## src/sv/qsup_pkg.sv

```systemverilog
`timescale 1ns / 1ps
// ----------------------------------------------------------------------------
// qsup_pkg: shared types and constants of the quoted string unescape parser
// Holds the phase and result codes, the decoder state and result records,
// and the character constants used by the decoder.
// ----------------------------------------------------------------------------
package qsup_pkg;

    localparam int unsigned BYTE_W  = 8;
    localparam int unsigned COUNT_W = 16;
    localparam int unsigned KIND_W  = 3;
    localparam int unsigned APB_DW  = 32;
    localparam int unsigned APB_AW  = 3;

    // Register map: the only register sits at byte address 0.
    localparam logic [APB_AW-1:0] ADDR_MAX_LENGTH = 3'd0;

    localparam logic [COUNT_W-1:0] MAX_LENGTH_RESET = 16'd256;

    localparam logic [BYTE_W-1:0] CH_QUOTE   = 8'h22;
    localparam logic [BYTE_W-1:0] CH_BSLASH  = 8'h5C;
    localparam logic [BYTE_W-1:0] CH_LBRACK  = 8'h5B;
    localparam logic [BYTE_W-1:0] CH_RBRACK  = 8'h5D;
    localparam logic [BYTE_W-1:0] CH_LBRACE  = 8'h7B;
    localparam logic [BYTE_W-1:0] CH_RBRACE  = 8'h7D;
    localparam logic [BYTE_W-1:0] CH_SPACE   = 8'h20;
    localparam logic [BYTE_W-1:0] CH_TAB     = 8'h09;
    localparam logic [BYTE_W-1:0] CH_LF      = 8'h0A;
    localparam logic [BYTE_W-1:0] CH_CR      = 8'h0D;
    localparam logic [BYTE_W-1:0] CH_FF      = 8'h0C;
    localparam logic [BYTE_W-1:0] CH_BS      = 8'h08;
    localparam logic [BYTE_W-1:0] CH_ZERO    = 8'h30;
    localparam logic [BYTE_W-1:0] CH_NINE    = 8'h39;
    localparam logic [BYTE_W-1:0] CH_LOW_N   = 8'h6E;
    localparam logic [BYTE_W-1:0] CH_LOW_T   = 8'h74;
    localparam logic [BYTE_W-1:0] CH_LOW_B   = 8'h62;
    localparam logic [BYTE_W-1:0] CH_LOW_R   = 8'h72;
    localparam logic [BYTE_W-1:0] CH_LOW_F   = 8'h66;

    typedef enum logic [1:0] {
        PH_SEEK = 2'd0,
        PH_STR  = 2'd1,
        PH_ESC  = 2'd2,
        PH_NUM  = 2'd3
    } t_phase;

    typedef enum logic [KIND_W-1:0] {
        KIND_NONE = 3'd0,
        KIND_BYTE = 3'd1,
        KIND_END  = 3'd2,
        KIND_SYN  = 3'd3,
        KIND_OVF  = 3'd4
    } t_kind;

    typedef struct packed {
        t_phase             phase;
        logic [BYTE_W-1:0]  number_value;
        logic               digit_seen;
        logic [COUNT_W-1:0] byte_count;
    } t_state;

    typedef struct packed {
        t_kind              kind;
        logic [BYTE_W-1:0]  out_byte;
        logic [COUNT_W-1:0] decoded_count;
    } t_result;

    localparam t_state STATE_IDLE = '{
        phase:        PH_SEEK,
        number_value: '0,
        digit_seen:   1'b0,
        byte_count:   '0
    };

endpackage

```

## src/sv/qsup_if.sv

```systemverilog
`timescale 1ns / 1ps
// ----------------------------------------------------------------------------
// qsup_if: valid/ready channels of the quoted string unescape parser
// The input channel carries raw bytes, the output channel decode results.
// ----------------------------------------------------------------------------
interface qsup_in_if;
    logic       valid;
    logic       ready;
    logic [7:0] in_byte;

    modport source (output valid, output in_byte, input ready);
    modport sink   (input valid, input in_byte, output ready);
endinterface

interface qsup_out_if;
    logic        valid;
    logic        ready;
    logic [2:0]  kind;
    logic [7:0]  out_byte;
    logic [15:0] decoded_count;

    modport source (output valid, output kind, output out_byte, output decoded_count,
                    input ready);
    modport sink   (input valid, input kind, input out_byte, input decoded_count,
                    output ready);
endinterface

```

## src/sv/qsup_cfg.sv

```systemverilog
`timescale 1ns / 1ps
// ----------------------------------------------------------------------------
// qsup_cfg: configuration register file
// APB-style slave holding the max_length register.
// ----------------------------------------------------------------------------
module qsup_cfg
    import qsup_pkg::*;
(
    input  logic               i_clk,
    input  logic               i_rst_n,
    input  logic               psel,
    input  logic               penable,
    input  logic               pwrite,
    input  logic [APB_AW-1:0]  paddr,
    input  logic [APB_DW-1:0]  pwdata,
    output logic [APB_DW-1:0]  prdata,
    output logic               pready,
    output logic [COUNT_W-1:0] o_max_length
);

    logic [COUNT_W-1:0] r_max_length;
    logic               wr_hit;

    assign pready = 1'b1;
    assign wr_hit = psel && penable && pwrite && (paddr[APB_AW-1] == ADDR_MAX_LENGTH[APB_AW-1]);

    always_ff @(posedge i_clk) begin
        if (!i_rst_n) begin
            r_max_length <= MAX_LENGTH_RESET;
        end else if (wr_hit) begin
            r_max_length <= pwdata[COUNT_W-1:0];
        end
    end

    always_comb begin
        prdata = '0;
        if (paddr[APB_AW-1] == ADDR_MAX_LENGTH[APB_AW-1]) begin
            prdata = {{(APB_DW-COUNT_W){1'b0}}, r_max_length};
        end
    end

    assign o_max_length = r_max_length;

endmodule

```

## src/sv/qsup_decode.sv

```systemverilog
`timescale 1ns / 1ps
// ----------------------------------------------------------------------------
// qsup_decode: single-byte decode step
// Combinational next state and result for one raw byte.
// ----------------------------------------------------------------------------
module qsup_decode
    import qsup_pkg::*;
(
    input  t_state             i_state,
    input  logic [BYTE_W-1:0]  i_byte,
    input  logic [COUNT_W-1:0] i_max_length,
    output t_state             o_state,
    output t_result            o_result
);

    logic               is_space;
    logic               is_digit;
    logic [BYTE_W-1:0]  digit_val;
    logic [COUNT_W:0]   cnt_plus1;
    logic [COUNT_W-1:0] cnt_next;
    logic               full;
    logic [BYTE_W-1:0]  times_ten;
    logic [BYTE_W-1:0]  esc_val;
    logic               esc_hit;

    assign is_space  = (i_byte == CH_SPACE) || ((i_byte >= CH_TAB) && (i_byte <= CH_CR));
    assign is_digit  = (i_byte >= CH_ZERO) && (i_byte <= CH_NINE);
    assign digit_val = i_byte - CH_ZERO;
    assign cnt_plus1 = {1'b0, i_state.byte_count} + {{COUNT_W{1'b0}}, 1'b1};
    assign cnt_next  = cnt_plus1[COUNT_W-1:0];
    assign full      = cnt_plus1 >= {1'b0, i_max_length};
    assign times_ten = {i_state.number_value[BYTE_W-4:0], 3'b000}
                     + {i_state.number_value[BYTE_W-2:0], 1'b0};

    always_comb begin
        esc_hit = 1'b1;
        esc_val = '0;
        unique case (i_byte)
            CH_LOW_N:  esc_val = CH_LF;
            CH_LOW_T:  esc_val = CH_TAB;
            CH_LOW_B:  esc_val = CH_BS;
            CH_LOW_R:  esc_val = CH_CR;
            CH_LOW_F:  esc_val = CH_FF;
            CH_BSLASH: esc_val = CH_BSLASH;
            CH_QUOTE:  esc_val = CH_QUOTE;
            CH_LBRACK: esc_val = CH_LBRACE;
            CH_RBRACK: esc_val = CH_RBRACE;
            default:   esc_hit = 1'b0;
        endcase
    end

    always_comb begin
        o_state                = i_state;
        o_result.kind          = KIND_NONE;
        o_result.out_byte      = '0;
        o_result.decoded_count = i_state.byte_count;

        unique case (i_state.phase)
            PH_SEEK: begin
                o_result.decoded_count = '0;
                if (i_byte == CH_QUOTE) begin
                    o_state            = STATE_IDLE;
                    o_state.phase      = PH_STR;
                end else if (!is_space) begin
                    o_state       = STATE_IDLE;
                    o_result.kind = KIND_SYN;
                end
            end
            PH_STR: begin
                if (i_byte == CH_QUOTE) begin
                    o_state       = STATE_IDLE;
                    o_result.kind = KIND_END;
                end else if (full) begin
                    o_state       = STATE_IDLE;
                    o_result.kind = KIND_OVF;
                end else if (i_byte == CH_BSLASH) begin
                    o_state.phase = PH_ESC;
                end else begin
                    o_state.byte_count     = cnt_next;
                    o_result.kind          = KIND_BYTE;
                    o_result.out_byte      = i_byte;
                    o_result.decoded_count = cnt_next;
                end
            end
            PH_ESC: begin
                if (esc_hit) begin
                    o_state.phase          = PH_STR;
                    o_state.byte_count     = cnt_next;
                    o_result.kind          = KIND_BYTE;
                    o_result.out_byte      = esc_val;
                    o_result.decoded_count = cnt_next;
                end else if (is_digit) begin
                    o_state.phase        = PH_NUM;
                    o_state.number_value = digit_val;
                    o_state.digit_seen   = 1'b1;
                end else begin
                    o_state       = STATE_IDLE;
                    o_result.kind = KIND_SYN;
                end
            end
            PH_NUM: begin
                if (is_digit) begin
                    o_state.number_value = times_ten + digit_val;
                    o_state.digit_seen   = 1'b1;
                end else if ((i_byte == CH_BSLASH) && i_state.digit_seen) begin
                    o_state.phase          = PH_STR;
                    o_state.number_value   = '0;
                    o_state.digit_seen     = 1'b0;
                    o_state.byte_count     = cnt_next;
                    o_result.kind          = KIND_BYTE;
                    o_result.out_byte      = i_state.number_value;
                    o_result.decoded_count = cnt_next;
                end else begin
                    o_state       = STATE_IDLE;
                    o_result.kind = KIND_SYN;
                end
            end
        endcase
    end

endmodule

```

## src/sv/quoted_string_unescape_parser.sv

```systemverilog
`timescale 1ns / 1ps
// ----------------------------------------------------------------------------
// quoted_string_unescape_parser: decoder for double-quoted, escaped strings
// Finds a quoted string in a byte stream, decodes its escapes and reports
// every decoded byte, the string end, syntax errors and buffer overflow.
// ----------------------------------------------------------------------------
// The block takes one raw byte per transaction on the input channel and gives
// exactly one result transaction for it on the output channel, in order. A
// byte is decoded in the cycle it is accepted: the parser state and a single
// output register are both loaded at that edge, so the sustained rate is one
// byte per clock cycle while the output is not stalled, and the result is
// offered from the cycle after acceptance. The input is ready whenever the
// output register is empty or its result is taken in the same cycle; only a
// stalled output holds off the input. The max_length register (byte address
// 0, reset 256) bounds the decoded length to max_length minus one bytes; it
// should be written only while no transaction is in flight.
// ----------------------------------------------------------------------------
module quoted_string_unescape_parser
    import qsup_pkg::*;
(
    input  logic              i_clk,
    input  logic              i_rst_n,
    qsup_in_if.sink           i_in,
    qsup_out_if.source        o_out,
    input  logic              psel,
    input  logic              penable,
    input  logic              pwrite,
    input  logic [APB_AW-1:0] paddr,
    input  logic [APB_DW-1:0] pwdata,
    output logic [APB_DW-1:0] prdata,
    output logic              pready
);

    logic [COUNT_W-1:0] max_length;
    t_state             r_state;
    t_state             n_state;
    t_result            r_result;
    t_result            n_result;
    logic               r_out_valid;
    logic               in_accept;

    // Configuration registers.
    qsup_cfg u_cfg (
        .i_clk        (i_clk),
        .i_rst_n      (i_rst_n),
        .psel         (psel),
        .penable      (penable),
        .pwrite       (pwrite),
        .paddr        (paddr),
        .pwdata       (pwdata),
        .prdata       (prdata),
        .pready       (pready),
        .o_max_length (max_length)
    );

    // One decode step from the current parser state and the offered byte.
    qsup_decode u_decode (
        .i_state      (r_state),
        .i_byte       (i_in.in_byte),
        .i_max_length (max_length),
        .o_state      (n_state),
        .o_result     (n_result)
    );

    // The output register frees up in the same cycle its result is taken,
    // which keeps the stream moving at one byte per cycle.
    assign i_in.ready = !r_out_valid || o_out.ready;
    assign in_accept  = i_in.valid && i_in.ready;

    // Parser state advances only on an accepted byte.
    always_ff @(posedge i_clk) begin
        if (!i_rst_n) begin
            r_state <= STATE_IDLE;
        end else if (in_accept) begin
            r_state <= n_state;
        end
    end

    always_ff @(posedge i_clk) begin
        if (!i_rst_n) begin
            r_out_valid <= 1'b0;
        end else if (in_accept) begin
            r_out_valid <= 1'b1;
        end else if (o_out.ready) begin
            r_out_valid <= 1'b0;
        end
    end

    // The result payload needs no reset; it is qualified by r_out_valid.
    always_ff @(posedge i_clk) begin
        if (in_accept) begin
            r_result <= n_result;
        end
    end

    assign o_out.valid         = r_out_valid;
    assign o_out.kind          = r_result.kind;
    assign o_out.out_byte      = r_result.out_byte;
    assign o_out.decoded_count = r_result.decoded_count;

    // Any terminating result must leave the parser idle with a cleared count.
    a_idle_after_stop: assert property (@(posedge i_clk) disable iff (!i_rst_n)
        in_accept && (n_result.kind == KIND_END || n_result.kind == KIND_SYN ||
                      n_result.kind == KIND_OVF)
        |=> (r_state.phase == PH_SEEK) && (r_state.byte_count == '0))
        else $error("parser not idle after string end or error");

    // A decoded byte advances the count by exactly one.
    a_count_step: assert property (@(posedge i_clk) disable iff (!i_rst_n)
        in_accept && (n_result.kind == KIND_BYTE)
        |=> r_state.byte_count == $past(r_state.byte_count) + 16'd1)
        else $error("byte count did not advance by one on a decoded byte");

    // Number accumulator is only live inside a decimal escape.
    a_number_clear: assert property (@(posedge i_clk) disable iff (!i_rst_n)
        (r_state.phase != PH_NUM)
        |-> (r_state.number_value == '0) && !r_state.digit_seen)
        else $error("number accumulator not cleared outside a decimal escape");

    // Only decoded-byte results carry a nonzero byte.
    a_byte_zero: assert property (@(posedge i_clk) disable iff (!i_rst_n)
        r_out_valid && (r_result.kind != KIND_BYTE) |-> (r_result.out_byte == '0))
        else $error("nonzero out_byte on a result that is not a decoded byte");

endmodule

```

## src/flat_wrapper.sv

```systemverilog
// flat-port wrapper written by rule: the top's interface ports become plain ports
module quoted_string_unescape_parser_flat import qsup_pkg::*;
  (i_clk, i_rst_n, psel, penable, pwrite, paddr, pwdata, prdata, pready, i_in_valid, i_in_in_byte, i_in_ready, o_out_valid, o_out_kind, o_out_out_byte, o_out_decoded_count, o_out_ready);
  qsup_in_if i_in_i ();
  qsup_out_if o_out_i ();
  input  logic i_clk;
  input  logic i_rst_n;
  input  logic psel;
  input  logic penable;
  input  logic pwrite;
  input  logic [APB_AW-1:0] paddr;
  input  logic [APB_DW-1:0] pwdata;
  output logic [APB_DW-1:0] prdata;
  output logic pready;
  input wire logic [$bits(i_in_i.valid)-1:0] i_in_valid;
  input wire logic [$bits(i_in_i.in_byte)-1:0] i_in_in_byte;
  output wire logic [$bits(i_in_i.ready)-1:0] i_in_ready;
  output wire logic [$bits(o_out_i.valid)-1:0] o_out_valid;
  output wire logic [$bits(o_out_i.kind)-1:0] o_out_kind;
  output wire logic [$bits(o_out_i.out_byte)-1:0] o_out_out_byte;
  output wire logic [$bits(o_out_i.decoded_count)-1:0] o_out_decoded_count;
  input wire logic [$bits(o_out_i.ready)-1:0] o_out_ready;
  assign i_in_i.valid = i_in_valid;
  assign i_in_i.in_byte = i_in_in_byte;
  assign i_in_ready = i_in_i.ready;
  assign o_out_valid = o_out_i.valid;
  assign o_out_kind = o_out_i.kind;
  assign o_out_out_byte = o_out_i.out_byte;
  assign o_out_decoded_count = o_out_i.decoded_count;
  assign o_out_i.ready = o_out_ready;
  quoted_string_unescape_parser u_core (.i_clk(i_clk), .i_rst_n(i_rst_n), .i_in(i_in_i), .o_out(o_out_i), .psel(psel), .penable(penable), .pwrite(pwrite), .paddr(paddr), .pwdata(pwdata), .prdata(prdata), .pready(pready));
endmodule
```

## config.mk

```make
export PLATFORM = sky130hd
export DESIGN_NAME = quoted_string_unescape_parser_flat
export DESIGN_NICKNAME = d
export VERILOG_FILES = /design/src/sv/qsup_pkg.sv /design/src/sv/qsup_if.sv /design/src/sv/qsup_cfg.sv /design/src/sv/qsup_decode.sv /design/src/sv/quoted_string_unescape_parser.sv /design/src/flat_wrapper.sv
export SDC_FILE = /design/constraint.sdc
export NUM_CORES = 1
export LEC_CHECK = 0
export ABC_AREA = 1
export CAP_MARGIN = 20
export CORE_AREA = 2 2 95 97
export CTS_CLUSTER_SIZE = 40
export DETAILED_ROUTE_END_ITERATION = 8
export DIE_AREA = 0 0 97 99
export DONT_BUFFER_PORTS = 1
export PLACE_DENSITY = 0.73
export SYNTH_ARGS = -nofsm -noshare
export SYNTH_HDL_FRONTEND = slang
export SYNTH_SLANG_ARGS = --single-unit
export TNS_END_PERCENT = 10
```

## constraint.sdc

```tcl
create_clock -name i_clk -period 7.4 [get_ports i_clk]
set_clock_uncertainty 0.2 [all_clocks]
set_input_delay 1.48 -clock i_clk [delete_from_list [all_inputs] [get_ports i_clk]]
set_output_delay 1.48 -clock i_clk [all_outputs]
set_load 0.005 [all_outputs]
```

==> results_dict.tcl <==
set metrics [dict create \
    wirelength_um 11870 \
    vias_per_cell 5.368 \
    status "completed" \
    hold_depth 2 \
    endpoint_kind "register" \
    layout_setup_ws_ps 2964 \
    start_util_pct 58.52 \
    finalCritPeriodShare_pct 59.95 \
    yosys_warnings 0 \
    register_area_mm2 0.001692 \
    clockBufferDepth 2 \
    setup-tns-final_ps 0 \
    grt_usage_pct 25.37 \
    whs_endpoint "u_core.r_state[24]$_SDFFE_PN0P_" \
    synth_edf_count 27 \
    worst-r2r-setup-slack_ps 2960 \
    grt_max_degree 31 \
    dp_hpwl_um 8894 \
    cts_buffers 9 \
    post_dp_cell_area_mm2 0.004972 \
    cts_root_buf "clkbuf_8" \
    drive_above_1_share_pct 11.62 \
    clk_latency_ps 350 \
    syn_to_final_growth_pct 3.376 \
    first_global_vias 4173 \
    yosysSeqAreaShare_pct 33.81 \
    hold_path_class "reg2reg" \
    synth_top_cells_by_count "nand2_1, inv_1, nor2_1, dfxtp_1, o21ai_0" \
    max_cap_violations 0 \
    worstPathMaxFanout 11 \
    ctsResizeCount 0 \
    dieHeight_um 99 \
    fin_area_mm2 0.005172 \
    synthTopCellsByArea "dfxtp_1, edfxtp_1, nand2_1" \
    worstReg2RegStart "u_core.r_state[0]$_SDFFE_PN0P_" \
    cp_data_required_time_ps 7350 \
    postSynth.asyncResetShare_pct 0 \
    grt_overflow 0 \
    cts_tree "built" \
    drc 0 \
    cts.sinks 71 \
    final_hold_viol_count 0 \
    io_buffers 0 \
    final_nets 751 \
    core_area_mm2 0.008551 \
    power.total_uw 827.9 \
    reg2reg_to "u_core.o_out.decoded_count[4]$_DFFE_PP_" \
    rows 34 \
    slew_headroom_pct 41.28 \
    fmax_ghz 0.2254 \
    post-route-util_pct 60.49 \
    grt_pass1_wl_um 19540 \
    critical_path_class "reg2reg" \
    cts.clk_slew.worst_paths_ps 80 \
    finalCriticalPeriod_ps 4436 \
    synth.most_common_cell "nand2_1" \
    fin_cells 779 \
    drv_slew 0 \
    dp_cells 763 \
    vdd_drop_max_mv 0.08481 \
    vias 4182 \
    p_per_area_mw_per_mm2 160.1 \
    yosysTopAreaCell "dfxtp_1" \
    syn-cell-area_mm2 0.005004 \
    antenna_found_initial 0 \
    num_io_pins 112 \
    cp.arrival_ps 4390 \
    h-tree-depth 3 \
    insertedDiodeCount 0 \
    hold_ws_ps 284.2 \
    syn_inst 672 \
    startpoint "u_core.r_state[0]$_SDFFE_PN0P_" \
    wire_per_inst_um 15.23 \
    multi_input_area_mm2 0.002709 \
    first_iter_violations 165 \
    min_from "u_core.r_state[24]$_SDFFE_PN0P_" \
    rsz0062_at_grt "no" \
    die_w_um 97 \
    dieArea_mm2 0.009603 \
    reg2regPathDepth 19 \
    ant_nets 0 \
    worstMarginPinSlew_ps 879.8 \
    leakage_nw 2.317 \
    synth_top_area_share_pct 17.60 \
    synth_cell_type_count 49 \
    setup_viol 0 \
    synth_ff_type "dfxtp_1" \
    place_congestion 0.9211 \
    pre_cts_ws_ps 2998 \
    fillerInstances 808 \
    ys_seq_elements 71 \
    synth_area_per_cell_um2 7.446 \
    crit_path_start_kind "register" \
    first_pass_iters 5 \
    postCtsHoldBufs 0 \
    postCtsSetupBuffers 0 \
]
==> layout by cell type, fill, tap and decap left out, types with 2 or more instances in the layout <==
master,n
clkbuf_8,10
ha_1,30
clkinvlp_4,2
o221ai_1,6
o21ai_0,44
or2_2,2
a21oi_2,2
nand3_2,2
nor2_4,3
dfxtp_1,44
nor2_1,91
nand2_1,126
nand3_1,22
nand2_4,4
conb_1,17
nand4_2,2
nand3_4,3
o22ai_1,5
nor3_1,4
xor2_1,14
fa_1,5
inv_2,11
nor2_2,16
edfxtp_1,27
xnor2_1,2
inv_1,96
inv_4,3
o2111ai_1,2
nand4_1,5
o211ai_1,3
a21oi_1,40
nand2_2,8
==> layer usage <==
layer | vias up | GRT usage, % | part of all wire [%]
met5 | - | 0 | 0
met4 | 0 | 11.92 | 3.6
met3 | 26 | 5.957 | 4.9
met2 | 106 | 45.94 | 51
met1 | 1938 | 28.16 | 40
li1 | 2112 | - | -
==> power by group <==
| group | leakage [nW] | switching [mW] | internal (mW) |
|---|---|---|---|
| Sequential | 0.625 | 0.00573 | 0.417 |
| Clock | 0.0955 | 0.151 | 0.165 |
| Combinational | 1.60 | 0.0613 | 0.0278 |
| Total | 2.32 | 0.218 | 0.610 |
==> registers in the layout (all words and copies together), names as in the netlist <==
register                    flops
u_core.o_out.valid              1
u_core.r_state                 27
u_core.o_out.decoded_count     16
u_core.u_cfg.o_max_length      16
u_core.o_out.out_byte           8
u_core.o_out.kind               3
==> cell families after synthesis <==
family          share of synthesized area, %
compound gates                         12.33
buf+inv                                13.18
fa+ha+maj                              9.502
simple gates                           28.23
other cells                           0.1501
xor+xnor                               2.801
flops                                  33.81
==> how the worst max path moves through the flow <==
| stage | end | slack, ps | cells past startpoint |
|---|---|---|---|
| global placement | u_core.o_out.decoded_count[4]$_DFFE_PP_ | 3090 | 20 |
| finish | u_core.o_out.decoded_count[4]$_DFFE_PP_ | 2960 | 19 |
| CTS | u_core.o_out.decoded_count[4]$_DFFE_PP_ | 2980 | 19 |
| floorplan | prdata[10] | 3650 | 3 |
| global route | u_core.o_out.decoded_count[4]$_DFFE_PP_ | 2500 | 21 |
| detailed placement | u_core.o_out.decoded_count[4]$_DFFE_PP_ | 3000 | 19 |
==> cell type report <==
class,instances,area share [%]
clock inverters,5,1.137
repair buffers,1,0.1451
well taps,108,2.612
multi-input cells,472,52.37
clock buffers,11,2.733
inverters,111,8.297
flip-flops and latches,71,32.70
==> worst max-delay path, cell delays in order, from the launching register on <==
cell     delay, ps
dfxtp_1        530
nand3_1        180
nor2_1         210
nand3_1        170
inv_1          110
nand4_1        180
nor2_1         150
nand3_1        100
xor2_1         260
ha_1           300
nand2_1         70
nor2_1          40
a31o_1         210
nor2_1         390
nand3_4        260
inv_2          100
nand2_2        170
nand3_2        210
inv_2          110
o21ai_0        290
(Power assumes the default switching activity.)
